===== config.mk =====
export PLATFORM = sky130hd
export DESIGN_NAME = banked_rom_mapper_with_line_irq
export DESIGN_NICKNAME = d
export VERILOG_FILES = /design/src/sv/brm_pkg.sv /design/src/sv/banked_rom_mapper_with_line_irq.sv /design/src/sv/brm_modulo.sv /design/src/sv/brm_apb.sv
export SDC_FILE = /design/constraint.sdc
export NUM_CORES = 1
export LEC_CHECK = 0
export BUFFER_PORTS_ARGS = -buffer_cell sky130_fd_sc_hd__clkbuf_2
export CORE_UTILIZATION = 60
export DETAILED_ROUTE_END_ITERATION = 7
export GPL_ROUTABILITY_DRIVEN = 0
export GPL_TIMING_DRIVEN = 0
export HOLD_SLACK_MARGIN = 0.06
export PLACE_DENSITY = 0.84
export SLEW_MARGIN = 20
export SYNTH_ARGS = -nofsm -noshare
export SYNTH_HDL_FRONTEND = slang
export SYNTH_SLANG_ARGS = --single-unit

===== constraint.sdc =====
create_clock -name clk -period 4.2 [get_ports clk]
set_clock_uncertainty 0.2 [all_clocks]
set_input_delay 0.63 -clock clk [delete_from_list [all_inputs] [get_ports clk]]
set_output_delay 0.63 -clock clk [all_outputs]
set_load 0.03 [all_outputs]

===== src/sv/brm_pkg.sv =====
`timescale 1ns / 1ps
// ----------------------------------------------------------------------------
// brm_pkg: shared types and constants of the banked ROM mapper
// Item layouts, decode constants, change and mirroring codes, and the
// request and response records of the shared remainder unit.
// ----------------------------------------------------------------------------
package brm_pkg;

	// Input item: a bus write or a scanline tick.
	typedef struct packed {
		logic        kind;
		logic [15:0] addr;
		logic [7:0]  data;
	} in_item_t;

	// Result item.
	typedef struct packed {
		logic [1:0] change;
		logic [2:0] slot;
		logic [7:0] page;
		logic [1:0] mirror_mode;
		logic       irq_request;
	} out_item_t;

	// Item kinds.
	localparam logic KIND_WRITE = 1'b0;
	localparam logic KIND_TICK  = 1'b1;

	// Change codes.
	localparam logic [1:0] CHG_NONE   = 2'd0;
	localparam logic [1:0] CHG_PRG    = 2'd1;
	localparam logic [1:0] CHG_CHR    = 2'd2;
	localparam logic [1:0] CHG_MIRROR = 2'd3;

	// Mirroring modes.
	localparam logic [1:0] MIR_HORZ   = 2'd0;
	localparam logic [1:0] MIR_VERT   = 2'd1;
	localparam logic [1:0] MIR_SINGLE = 2'd2;
	localparam logic [1:0] MIR_SEL_3  = 2'd3;

	// Configuration register indexes.
	localparam logic REG_PRG_UNITS = 1'b0;
	localparam logic REG_CHR_UNITS = 1'b1;

	// Address decode.
	localparam logic [15:0] DEC_MASK      = 16'hF003;
	localparam logic [15:0] ADDR_RELOAD   = 16'hF000;
	localparam logic [15:0] ADDR_ENABLE   = 16'hF001;
	localparam logic [15:0] ADDR_MIRROR   = 16'hF002;
	localparam logic [3:0]  TOP_PRG_FIRST = 4'h8;
	localparam logic [3:0]  TOP_PRG_LAST  = 4'h9;
	localparam logic [3:0]  TOP_CHR_FIRST = 4'hA;
	localparam logic [3:0]  TOP_CHR_LAST  = 4'hD;
	localparam logic [3:0]  TOP_LATCH     = 4'hE;

	// Bank register file: three program entries, then eight pattern entries.
	localparam int          BANK_COUNT    = 11;
	localparam int          BANK_IDX_W    = $clog2(BANK_COUNT);
	localparam logic [BANK_IDX_W-1:0] BANK_CHR_BASE = BANK_IDX_W'(3);

	// Interrupt counter.
	localparam int          CNT_W       = 24;
	localparam int          CYCLE_SHIFT = 8;
	localparam logic [15:0] LINE_STEP   = 16'd29098;

	// Remainder unit: 8-bit dividend, divisor up to eight times 255.
	localparam int DVD_W = 8;
	localparam int DIV_W = 11;
	localparam int STEP_W = $clog2(DVD_W);

	typedef struct packed {
		logic             start;
		logic [DVD_W-1:0] dividend;
		logic [DIV_W-1:0] divisor;
	} div_req_t;

	typedef struct packed {
		logic             busy;
		logic             done;
		logic [DVD_W-1:0] rem;
	} div_rsp_t;

	// Configuration register values.
	typedef struct packed {
		logic [7:0] prg_rom_units;
		logic [7:0] chr_rom_units;
	} cfg_t;

endpackage


===== src/sv/banked_rom_mapper_with_line_irq.sv =====
`timescale 1ns / 1ps
// ----------------------------------------------------------------------------
// banked_rom_mapper_with_line_irq: banked ROM mapper with scanline interrupt
// Decodes bus writes into bank, latch, reload, enable and mirroring updates,
// reports bank pages through a shared remainder unit, and counts scanline
// ticks down toward an interrupt.
//
//   Channel   Handshake             Payload     Direction
//   in        in_valid / in_ready   in_item     write or tick toward the block
//   out       out_valid / out_ready out_item    one result per item
//   config    psel / penable        paddr etc.  APB register access
//
// A bank write reaches a valid result after eight one-bit steps of the
// remainder unit; the wait state then picks up the remainder, and the
// hand-off state passes the result to the output register.
// Other writes and all ticks pass straight to the hand-off state on acceptance.
// One item is in flight at a time; in_ready is high only while idle, so the
// next item can be accepted in the cycle after the hand-off.
// A stalled result holds in the output register; the next item is still
// accepted and worked, and only its hand-off waits for the register to free.
// Reset clears the bank registers, latch, counter and enable at once.
// ----------------------------------------------------------------------------
module banked_rom_mapper_with_line_irq (
	input  logic               clk,
	input  logic               arst_n,
	input  logic               in_valid,
	output logic               in_ready,
	input  brm_pkg::in_item_t  in_item,
	output logic               out_valid,
	input  logic               out_ready,
	output brm_pkg::out_item_t out_item,
	input  logic               psel,
	input  logic               penable,
	input  logic               pwrite,
	input  logic [2:0]         paddr,
	input  logic [31:0]        pwdata,
	output logic [31:0]        prdata,
	output logic               pready
);
	import brm_pkg::*;

	localparam logic [1:0] ST_IDLE = 2'd0;
	localparam logic [1:0] ST_DIV  = 2'd1;
	localparam logic [1:0] ST_DONE = 2'd2;

	logic [1:0]            state_q;
	logic [7:0]            bank_q [BANK_COUNT];
	logic [15:0]           latch_q;
	logic [CNT_W-1:0]      counter_q;
	logic                  irq_en_q;
	out_item_t             res_q;
	out_item_t             out_item_q;
	logic                  out_valid_q;

	cfg_t                  cfg;
	div_req_t              div_req;
	div_rsp_t              div_rsp;

	logic                  accept;
	logic                  out_free;
	logic [15:0]           dec;
	logic [3:0]            top;
	logic [3:0]            top_off;
	logic [1:0]            low;
	logic                  is_prg;
	logic                  is_chr;
	logic [2:0]            slot;
	logic [BANK_IDX_W-1:0] reg_idx;
	logic [7:0]            old_val;
	logic [7:0]            new_val;
	logic [31:0]           reload_wide;
	logic [CNT_W-1:0]      reload_val;
	out_item_t             res_d;

	// Configuration registers.
	brm_apb u_apb (
		.clk     (clk),
		.arst_n  (arst_n),
		.psel    (psel),
		.penable (penable),
		.pwrite  (pwrite),
		.paddr   (paddr),
		.pwdata  (pwdata),
		.prdata  (prdata),
		.pready  (pready),
		.cfg     (cfg)
	);

	// Shared remainder unit for page numbers.
	brm_modulo u_modulo (
		.clk    (clk),
		.arst_n (arst_n),
		.req    (div_req),
		.rsp    (div_rsp)
	);

	assign in_ready  = (state_q == ST_IDLE);
	assign accept    = in_valid && in_ready;
	assign out_free  = !out_valid_q || out_ready;
	assign out_valid = out_valid_q;
	assign out_item  = out_item_q;

	// Address decode and the new bank register value.
	always_comb begin
		dec     = in_item.addr & DEC_MASK;
		top     = dec[15:12];
		low     = dec[1:0];
		top_off = top - TOP_CHR_FIRST;
		is_prg  = (top == TOP_PRG_FIRST) || (top == TOP_PRG_LAST && !low[1]);
		is_chr  = top inside {[TOP_CHR_FIRST:TOP_CHR_LAST]};
		if (is_prg) begin
			slot    = {1'b0, top[0], low[1]};
			reg_idx = BANK_IDX_W'(slot);
		end else begin
			slot    = {top_off[1:0], low[1]};
			reg_idx = BANK_IDX_W'(slot) + BANK_CHR_BASE;
		end
		old_val = bank_q[reg_idx];
		if (low[0]) begin
			new_val = {in_item.data[3:0], old_val[3:0]};
		end else begin
			new_val = {old_val[7:4], in_item.data[3:0]};
		end
		reload_wide = 32'(latch_q) << CYCLE_SHIFT;
		reload_val  = (|reload_wide[31:CNT_W]) ? '1 : reload_wide[CNT_W-1:0];
	end

	// Result fields known at acceptance; the page follows from the unit.
	always_comb begin
		res_d = '0;
		if (in_item.kind == KIND_TICK) begin
			res_d.irq_request = irq_en_q && (counter_q <= CNT_W'(LINE_STEP));
		end else if (is_prg) begin
			res_d.change = CHG_PRG;
			res_d.slot   = slot;
		end else if (is_chr) begin
			res_d.change = CHG_CHR;
			res_d.slot   = slot;
		end else if (dec == ADDR_MIRROR) begin
			res_d.change      = CHG_MIRROR;
			res_d.mirror_mode = (in_item.data[1:0] == MIR_SEL_3) ? MIR_SINGLE
				: in_item.data[1:0];
		end
	end

	// Remainder unit request: a bank write starts it with the new value.
	always_comb begin
		div_req.start    = accept && (in_item.kind == KIND_WRITE) && (is_prg || is_chr);
		div_req.dividend = new_val;
		div_req.divisor  = is_prg ? {2'b00, cfg.prg_rom_units, 1'b0}
			: {cfg.chr_rom_units, 3'b000};
	end

	// Mapper state updates at acceptance.
	always_ff @(posedge clk or negedge arst_n) begin
		if (!arst_n) begin
			for (int i = 0; i < BANK_COUNT; i++) begin
				bank_q[i] <= '0;
			end
			latch_q   <= '0;
			counter_q <= '0;
			irq_en_q  <= 1'b0;
		end else if (accept) begin
			if (in_item.kind == KIND_TICK) begin
				if (irq_en_q) begin
					if (counter_q <= CNT_W'(LINE_STEP)) begin
						counter_q <= '0;
						irq_en_q  <= 1'b0;
					end else begin
						counter_q <= counter_q - CNT_W'(LINE_STEP);
					end
				end
			end else if (is_prg || is_chr) begin
				bank_q[reg_idx] <= new_val;
			end else if (top == TOP_LATCH) begin
				latch_q[{low, 2'b00} +: 4] <= in_item.data[3:0];
			end else if (dec == ADDR_RELOAD) begin
				counter_q <= reload_val;
			end else if (dec == ADDR_ENABLE) begin
				irq_en_q <= in_item.data[0];
			end
		end
	end

	// Sequencer: idle, waiting on the remainder unit, handing off the result.
	always_ff @(posedge clk or negedge arst_n) begin
		if (!arst_n) begin
			state_q <= ST_IDLE;
		end else begin
			case (state_q)
				ST_IDLE: begin
					if (accept) begin
						state_q <= div_req.start ? ST_DIV : ST_DONE;
					end
				end
				ST_DIV: begin
					if (div_rsp.done) begin
						state_q <= ST_DONE;
					end
				end
				ST_DONE: begin
					if (out_free) begin
						state_q <= ST_IDLE;
					end
				end
				default: state_q <= ST_IDLE;
			endcase
		end
	end

	// Pending result.
	always_ff @(posedge clk) begin
		if (accept) begin
			res_q <= res_d;
		end else if (state_q == ST_DIV && div_rsp.done) begin
			res_q.page <= div_rsp.rem;
		end
	end

	// Output register.
	always_ff @(posedge clk or negedge arst_n) begin
		if (!arst_n) begin
			out_valid_q <= 1'b0;
		end else begin
			if (out_valid_q && out_ready) begin
				out_valid_q <= 1'b0;
			end
			if (state_q == ST_DONE && out_free) begin
				out_valid_q <= 1'b1;
			end
		end
	end

	always_ff @(posedge clk) begin
		if (state_q == ST_DONE && out_free) begin
			out_item_q <= res_q;
		end
	end

	// An interrupt result never carries a bank or mirroring change.
	a_irq_alone: assert property (@(posedge clk) disable iff (!arst_n)
		out_valid_q && out_item_q.irq_request |-> out_item_q.change == CHG_NONE)
		else $error("interrupt reported together with a change");

	// Slot and page stay zero unless a bank changed.
	a_page_only_bank: assert property (@(posedge clk) disable iff (!arst_n)
		out_valid_q && (out_item_q.change == CHG_NONE || out_item_q.change == CHG_MIRROR)
		|-> out_item_q.slot == '0 && out_item_q.page == '0)
		else $error("slot or page reported without a bank change");

	// The remainder unit finishes only while the sequencer waits on it.
	a_done_in_div: assert property (@(posedge clk) disable iff (!arst_n)
		div_rsp.done |-> state_q == ST_DIV)
		else $error("remainder result outside of the wait state");

	// Raising the interrupt leaves it disabled.
	a_irq_disables: assert property (@(posedge clk) disable iff (!arst_n)
		state_q == ST_DONE && res_q.irq_request |-> !irq_en_q)
		else $error("interrupt enable still set after raising the interrupt");

endmodule


===== src/sv/brm_modulo.sv =====
`timescale 1ns / 1ps
// ----------------------------------------------------------------------------
// brm_modulo: iterative remainder unit
// Restoring division, one dividend bit per cycle; returns the remainder.
// A zero divisor gives a remainder of zero.
// ----------------------------------------------------------------------------
module brm_modulo (
	input  logic              clk,
	input  logic              arst_n,
	input  brm_pkg::div_req_t req,
	output brm_pkg::div_rsp_t rsp
);
	import brm_pkg::*;

	logic             busy_q;
	logic             done_q;
	logic             zero_q;
	logic [STEP_W-1:0] step_q;
	logic [DVD_W-1:0] dividend_q;
	logic [DIV_W-1:0] divisor_q;
	logic [DIV_W-1:0] rem_q;
	logic [DIV_W:0]   shifted;
	logic [DIV_W:0]   diff;
	logic             fits;

	// One shift-compare-subtract step.
	always_comb begin
		shifted = {rem_q, dividend_q[DVD_W-1]};
		diff    = shifted - {1'b0, divisor_q};
		fits    = shifted >= {1'b0, divisor_q};
	end

	// Step sequencing.
	always_ff @(posedge clk or negedge arst_n) begin
		if (!arst_n) begin
			busy_q <= 1'b0;
			done_q <= 1'b0;
			step_q <= '0;
		end else begin
			done_q <= 1'b0;
			if (req.start) begin
				busy_q <= 1'b1;
				step_q <= STEP_W'(DVD_W - 1);
			end else if (busy_q) begin
				step_q <= step_q - 1'b1;
				if (step_q == '0) begin
					busy_q <= 1'b0;
					done_q <= 1'b1;
				end
			end
		end
	end

	// Operand and remainder registers.
	always_ff @(posedge clk) begin
		if (req.start) begin
			dividend_q <= req.dividend;
			divisor_q  <= req.divisor;
			zero_q     <= (req.divisor == '0);
			rem_q      <= '0;
		end else if (busy_q) begin
			dividend_q <= {dividend_q[DVD_W-2:0], 1'b0};
			rem_q      <= fits ? diff[DIV_W-1:0] : shifted[DIV_W-1:0];
		end
	end

	assign rsp.busy = busy_q;
	assign rsp.done = done_q;
	assign rsp.rem  = zero_q ? '0 : rem_q[DVD_W-1:0];

	// The remainder is below the divisor once the steps are over.
	a_rem_below: assert property (@(posedge clk) disable iff (!arst_n)
		done_q && !zero_q |-> rem_q < divisor_q)
		else $error("remainder not below divisor");

	// A finished result follows the last step directly.
	a_done_after_busy: assert property (@(posedge clk) disable iff (!arst_n)
		done_q |-> $past(busy_q))
		else $error("done without a preceding step");

	// No new start while stepping.
	a_no_restart: assert property (@(posedge clk) disable iff (!arst_n)
		busy_q |-> !req.start)
		else $error("remainder unit restarted while busy");

endmodule


===== src/sv/brm_apb.sv =====
`timescale 1ns / 1ps
// ----------------------------------------------------------------------------
// brm_apb: configuration register port
// Holds the program and pattern ROM sizes, written and read over APB.
// ----------------------------------------------------------------------------
module brm_apb (
	input  logic          clk,
	input  logic          arst_n,
	input  logic          psel,
	input  logic          penable,
	input  logic          pwrite,
	input  logic [2:0]    paddr,
	input  logic [31:0]   pwdata,
	output logic [31:0]   prdata,
	output logic          pready,
	output brm_pkg::cfg_t cfg
);
	import brm_pkg::*;

	logic [7:0] prg_units_q;
	logic [7:0] chr_units_q;
	logic       wr_en;
	logic       reg_sel;

	assign pready  = 1'b1;
	assign wr_en   = psel && penable && pwrite && pready;
	assign reg_sel = paddr[2];

	// Register writes.
	always_ff @(posedge clk or negedge arst_n) begin
		if (!arst_n) begin
			prg_units_q <= 8'd1;
			chr_units_q <= 8'd0;
		end else if (wr_en) begin
			case (reg_sel)
				REG_PRG_UNITS: prg_units_q <= pwdata[7:0];
				REG_CHR_UNITS: chr_units_q <= pwdata[7:0];
				default: ;
			endcase
		end
	end

	// Read data.
	always_comb begin
		case (reg_sel)
			REG_PRG_UNITS: prdata = {24'd0, prg_units_q};
			REG_CHR_UNITS: prdata = {24'd0, chr_units_q};
			default:       prdata = '0;
		endcase
	end

	assign cfg.prg_rom_units = prg_units_q;
	assign cfg.chr_rom_units = chr_units_q;

endmodule

==> flow_summary.ini, run 1 <==
[outcome]
status = complete, no violations

[cts]
clock_path_buffers = 3
cts_made_buffers = 23
cts.sinks = 214
cts_root_buf = clkbuf_16
h-tree-depth = 1
tritoncts = yes
worst_skew_pair.late_latency_ns = 0.51
clk_transition_reported_paths_ns = 0.06

[routing]
wl_per_cell_um = 18.1
route.final.wire_length_mm = 25.8
drtPass1Iterations = 6
vias = 8819
dr.first_iter.drc_count = 823
detail_route.drc_violations = 0
vias_per_cell = 6.17
postRouteAntennaNets = 0

[layout]
layout-drive-gt1-share_pct = 15.3
final_area_um2 = 12200
area_delta_synth_final_pct = 13.1
diodes = 0
final_cell_count_no_fill = 1429
n_fill_cell = 1297
fin_util_pct = 70.1
fin_nets = 1275

[critical_path]
crit_fanout = 22
rr_worst_depth = 10
arrival_ns = 4.04
r2r-start = state_q[0]
path_class = in -> reg
reg2reg_to = bank_q[5]
endpoint_kind = flop
reg2reg_slack_ns = 0.91
required_ns = 4.24
worstSetupStartpointType = input pin

[die]
floorplan.rows = 48
dieArea_um2 = 18600
start_util_pct = 62.0
die_w_um = 136
chipHeight_um = 136
pin_count = 118
core_area_um2 = 17500

[hold_path]
hold_path.class = in -> reg
hp-start = pwdata[5]
worstHoldEndpoint = u_apb.prg_units_q[5]
hold_path_depth = 2

[sta]
fin_ws_ns = 0.203
hold_viol = 0
tightest_slew_ns = 0.961
fmax_mhz = 250
drv_slew = 0
rsz0062_at_grt = no
timing.hold.ws_ns = 0.180
slew_headroom_pct = 35.4
setup_viol = 0
fin_crit_sh_pct = 95.2
period_minus_slack_ns = 4.00

[power]
leakagePower_nw = 5.40
p_clk_share_pct = 28.2
cell_internal_pwr_w = 0.00472
ir_worst_vdd_mv = 0.466
p_seq_share_pct = 42.2
combPwrFrac_pct = 29.6
swShare_pct = 34.4
power_density_nw_per_um2 = 587
power.switching_w = 0.00247

[placed_design]
dpl_worst_slack_ns = -0.586
dp_hpwl_mm = 18.1
io_buffer_count = 48
dp_cells = 1388
place_area_um2 = 11500

[grt]
grt_pass1_wl_mm = 41.4
grt_max_degree = 96
grt_overflow = 0
track_usage_pct = 28.3
grt_pass1_vias = 8211
antenna_found_initial = 0

[logic_synthesis]
syn_inst = 1091
synth_xor_area_share_pct = 0.404
synth_top_family_by_area = compound AO/OA/AOI/OAI gates
synth_ff_type = dfrtp_1
yosys.area_share.simple_pct = 15.4
netlist_area_um2 = 10800
syn_area_per_cell_um2 = 9.93
yosysSeqAreaShare_pct = 50.5
yosys.area_share.adder_pct = 2.47
synth_compound_area_share_pct = 18.1
synth-async-reset-ratio_pct = 71.0
synthMuxAreaShare_pct = 7.00
synth-edff-count = 43
synth_cell_types = 74
yosys_warnings = 0
ys_ff_latch = 214

[flow_run]
maxCapViolations = 0
## power groups by stage
| stage | Clock, W | Combinational [W] | Sequential [W] |
|---|---|---|---|
| after floorplan | 0 | 0.00152 | 0.00305 |
| after global placement | 0 | 0.00201 | 0.00303 |
| after detailed placement | 0 | 0.00209 | 0.00306 |
| after CTS | 0.00205 | 0.00211 | 0.00303 |
| after global routing | 0.00213 | 0.00235 | 0.00309 |
| final | 0.00203 | 0.00213 | 0.00304 |
## registers in the layout, indices dropped and copies added (netlist names), 2 cells and up
name / cells
bank_q: 88
counter_q: 23
latch_q: 16
out_item: 16
res_q: 16
u_modulo.rem_q: 11
u_modulo.divisor_q: 10
u_apb.chr_units_q: 8
u_apb.prg_units_q: 8
u_modulo.dividend_q: 8
u_modulo.step_q: 3
state_q: 2
## timing repair
action,4_1_cts,5_1_grt
setup buffers,0,0
gates resized for setup,1,1
hold endpoints to repair,56,0
hold buffers,1,0
setup endpoints to repair,4,1
## cell usage in the layout, fill, tap and decap left out, types with 8 or more instances in the layout
cell type | synthesis | layout
nand4_1 | 13 | 13
or3_1 | 8 | 8
nor2_1 | 34 | 34
edfxtp_1 | 43 | 43
and2_1 | 12 | 12
nand2_1 | 173 | 173
o2bb2ai_1 | 10 | 10
clkbuf_1 | 43 | 45
and3_1 | 21 | 21
dfrtp_1 | 151 | 151
dfxtp_1 | 19 | 19
o22ai_1 | 19 | 19
conb_1 | 2 | 25
nand3_1 | 11 | 11
o311ai_0 | 10 | 10
buf_2 | 19 | 19
nand2b_1 | 21 | 21
a211oi_1 | 18 | 18
mux2_2 | 36 | 36
inv_1 | 44 | 44
o32ai_1 | 12 | 12
o21ai_0 | 80 | 80
clkbuf_16 | 0 | 23
mux2i_1 | 33 | 33
buf_4 | 27 | 27
a22o_1 | 13 | 13
o21ai_1 | 45 | 45
a21oi_1 | 29 | 29
clkbuf_2 | 0 | 48
ha_1 | 19 | 19
nor3_1 | 12 | 12
## routing by layer
layer,global-route usage (%),vias to the layer above,routed length [um]
met4,8.89,0,808
met1,39.8,4224,11300
met2,45.3,394,11900
met3,4.03,78,1810
met5,0,-,0
li1,-,4123,-
## worst max-delay path: stages
cell	delay, ns
clkbuf_2	0.13
buf_2	0.28
inv_1	0.13
buf_2	0.27
ha_1	0.34
clkbuf_1	0.24
a21o_4	0.31
buf_6	0.15
a211oi_1	0.31
a2111oi_0	0.20
o32ai_1	0.57
buf_2	0.37
o21ai_1	0.09
## Yosys cell counts (all sizes together), types with 10 or more instances
library cell	instances	share of area, %
inv	44	1.5
nand2	175	6.1
and3	21	1.2
edfxtp	43	12
nor3	12	0.55
mux2	36	3.7
dfxtp	19	3.5
mux2i	34	3.3
clkbuf	43	1.5
a211oi	18	1.2
nand3	11	0.51
o32ai	12	0.97
dfrtp	151	35
a21oi	29	1.3
o21ai	125	5.8
ha	19	2.2
buf	49	3.0
o22ai	19	1.1
o311ai	10	0.81
nand4	13	0.75
o2bb2ai	10	0.81
a22o	13	1.1
and2	12	0.69
nand2b	21	1.2
nor2	34	1.2
## kinds of logic after synthesis
kind of cell	after synthesis
and+or+nand+nor	343
buffers and inverters	137
xor gates and xnor gates	5
DFF	214
other	2
muxes	70
AOI/OAI and AO/OA	299
adders and majority gates	21
## worst max path at each step
stage,from,to,depth (start not counted)
6_report,in_item[9],u_modulo.dividend_q[5],13
5_1_grt,in_item[9],u_modulo.dividend_q[2],12
4_1_cts,in_item[9],u_modulo.dividend_q[6],12
3_5_place_dp,in_item[9],u_modulo.dividend_q[6],13
3_3_place_gp,in_item[9],u_modulo.dividend_q[6],13
2_1_floorplan,in_item[9],u_modulo.dividend_q[6],13
## cell type report
class	instances	area [um2]	area share, %
Multi-Input combinational cell	763	4800	39.2
Timing Repair Buffer	50	287	2.34
Sequential cell	214	5480	44.7
Clock inverter	12	135	1.10
Buffer	91	483	3.94
Inverter	45	169	1.38
Clock buffer	29	618	5.05
Tap cell	225	282	2.30
## through the flow
| step | total power (W) | setup TNS [ns] |
|---|---|---|
| global placement | 0.00504 | -55.09 |
| detailed placement | 0.00515 | -23.35 |
| CTS | 0.00718 | 0 |
| floorplan | 0.00457 | 0 |
| global route | 0.00757 | 0 |
| finish | 0.00719 | 0 |
(Power assumes the default switching activity.)
==> inputs of run 2 (changes only) <==
- CELL_PAD_IN_SITES_DETAIL_PLACEMENT: not set -> 2
- CELL_PAD_IN_SITES_GLOBAL_PLACEMENT: not set -> 2
- CORE_UTILIZATION: 60 -> 38
- PLACE_DENSITY: 0.84 -> 0.83
- clock period: 4.2 -> 4.19 ns (I/O delays scaled with it)
==> run 2 against run 1 <==
- core utilization shrank 25 points
- setup slack lost 0.16 ns
- sequential power is essentially flat
- non-clock buffer count is the same
- clock power grew 5%
- worst hold slack lost 0.024 ns
- cell area grew 2.2%
- combinational power grew 6%
- routed wire length grew 34%
- first-iteration DRC count shrank 43%
- die area grew 57%
- largest power group unchanged
- highest routed layer unchanged
==> flow_summary.ini, run 2 (same netlist as run 1, synthesis figures left out) <==
[outcome]
status = complete, no violations

[critical_path]
crit_cells = 13
rr_worst_depth = 10
cp_slowest_stage_delay_ns = 0.93
reg2reg_to = bank_q[14]
crit_fanout = 22
required_ns = 4.36
cp_cell_sequence = clkbuf_2 -> buf_2 -> inv_1 -> buf_2 -> ha_1 -> clkbuf_1 -> a21o_4 -> buf_6 -> a211oi_1 -> a2111oi_0 -> o32ai_2 -> buf_2 -> o21ai_1
crit_top_cell = buf_2
r2r-start = state_q[0]
path_class = in -> reg
crit_family = compound AO/OA/AOI/OAI gates
endpoint_kind = flop
slowest_stage = a2111oi_0
reg2reg_slack_ns = 0.67
cp-startpoint = in_item[9]
arrival_ns = 4.32
critPathBufInv = 7
worstSetupStartpointType = input pin

[routing]
detail_route.drc_violations = 0
postRouteAntennaNets = 0
dr.first_iter.drc_count = 473
wl_per_cell_um = 21.8
route.final.wire_length_mm = 34.6
drtPass1Iterations = 4
vias = 8903
vias_per_cell = 5.61

[sta]
tightest_slew_ns = 1.09
period_minus_slack_ns = 4.15
drv_slew = 0
fmax_mhz = 241
slew_headroom_pct = 26.6
timing.hold.ws_ns = 0.156
setup_viol = 0
hold_viol = 0
fin_crit_sh_pct = 99.1

[grt]
antenna_found_initial = 0
track_usage_pct = 24.2
grt_overflow = 0
grt_max_degree = 88
grt_pass1_wl_mm = 54.4
grt_pass1_vias = 9559

[layout]
mostFrequentLayoutCells = nand2_1, dfrtp_1, o21ai_0, clkbuf_2, clkbuf_1
final_cell_count_no_fill = 1586
mostFrequentLayoutCell = nand2_1
diodes = 0
top_register = bank_q
fin_nets = 1277
layout-drive-gt1-share_pct = 16.1
reg_top3 = bank_q (88), counter_q (23)
final_area_um2 = 12500
area_delta_synth_final_pct = 15.6
largest_register_ffs = 88

[die]
dieArea_um2 = 29200
floorplan.rows = 61
pin_count = 118
start_util_pct = 38.8
die_w_um = 171
chipHeight_um = 171
core_area_um2 = 27900

[power]
leakagePower_nw = 5.41
power_density_nw_per_um2 = 596
ir_worst_vdd_mv = 0.270

[cts]
clk_transition_reported_paths_ns = 0.06
h-tree-depth = 1
worst_skew_pair.late_latency_ns = 0.52
cts_made_buffers = 25
tritoncts = yes
cts_root_buf = clkbuf_16
post_cts_buffers = 0
clock_path_buffers = 3
cts.sinks = 214

[placed_design]
dp_cells = 1541
place_area_um2 = 11700
dp_hpwl_mm = 24.7
io_buffer_count = 48

[hold_path]
hold_path.class = in -> reg
hp-start = pwdata[2]
worstHoldEndpoint = u_apb.prg_units_q[2]
hold_path_depth = 2

[flow_run]
maxCapViolations = 0
[run 2: changes by cell type in the layout (fill, tap and decap cells not counted)]
cell | before | now
a211oi_1 | 18 | 17
a211oi_2 | 0 | 1
buf_2 | 19 | 17
bufinv_16 | 3 | 2
clkbuf_1 | 45 | 47
clkbuf_16 | 23 | 25
clkbuf_4 | 0 | 2
clkbuf_8 | 3 | 2
clkinv_1 | 4 | 1
clkinv_4 | 1 | 0
clkinvlp_4 | 0 | 6
o32ai_1 | 12 | 8
o32ai_2 | 0 | 4
[run 2: repair_timing]
action                     CTS  global route
hold buffers                 1             0
pin swaps                    0             0
setup endpoints to repair   51            18
cloned                       0             0
gates resized for setup      1             9
hold endpoints to repair    64             0
[run 2: final cells by class]
| class | instances | area (um2) |
|---|---|---|
| Fill cell | 3044 | 15400 |
| Sequential cell | 214 | 5480 |
| Multi-Input combinational cell | 763 | 4830 |
| Clock buffer | 32 | 662 |
| Buffer | 91 | 488 |
| Tap cell | 378 | 473 |
| Timing Repair Buffer | 50 | 287 |
| Inverter | 45 | 169 |
| Clock inverter | 13 | 130 |
[run 2: worst max-delay path by stage]
stage / slack [ns] / to
after detailed placement: -0.95 / u_modulo.dividend_q[6]
after floorplan: 0.66 / u_modulo.dividend_q[6]
after CTS: 0.1 / u_modulo.dividend_q[2]
after global routing: -0.04 / u_modulo.dividend_q[3]
final: 0.04 / u_modulo.dividend_q[3]
after global placement: -0.90 / u_modulo.dividend_q[6]
[run 2: routing by layer]
| metal | track usage (%) | vias up | routed length, um |
|---|---|---|---|
| met2 | 43.3 | 166 | 17500 |
| li1 | - | 4102 | - |
| met5 | 0 | - | 0 |
| met3 | 3.70 | 57 | 1260 |
| met4 | 6.56 | 0 | 865 |
| met1 | 30.3 | 4578 | 15000 |
[run 2: through the flow]
stage	power, W	utilization [%]	TNS (ns)	worst slack (ns)
floorplan	0.00458	-	0	0.656
global placement	0.00515	41.6	-131.09	-0.905
detailed placement	0.00534	41.8	-49.84	-0.953
CTS	0.00753	44.7	0	0.0958
global route	0.00790	44.8	-0.192	-0.0437
finish	0.00747	44.8	0	0.0385
[run 2: worst reg2reg max path: cells and delay by family, from the launching register on]
family / cells / cell delay (ns)
AOI/OAI and AO/OA: 1 / 0.11
DFF: 1 / 0.42
buffers and inverters: 4 / 1.23
and+or+nand+nor: 5 / 1.41
[run 2: power by group]
part           switching [W]  total [W]  internal (W)
combinational        0.00143    0.00226      0.000831
clock               0.000892    0.00213       0.00124
sequential          0.000391    0.00307       0.00268
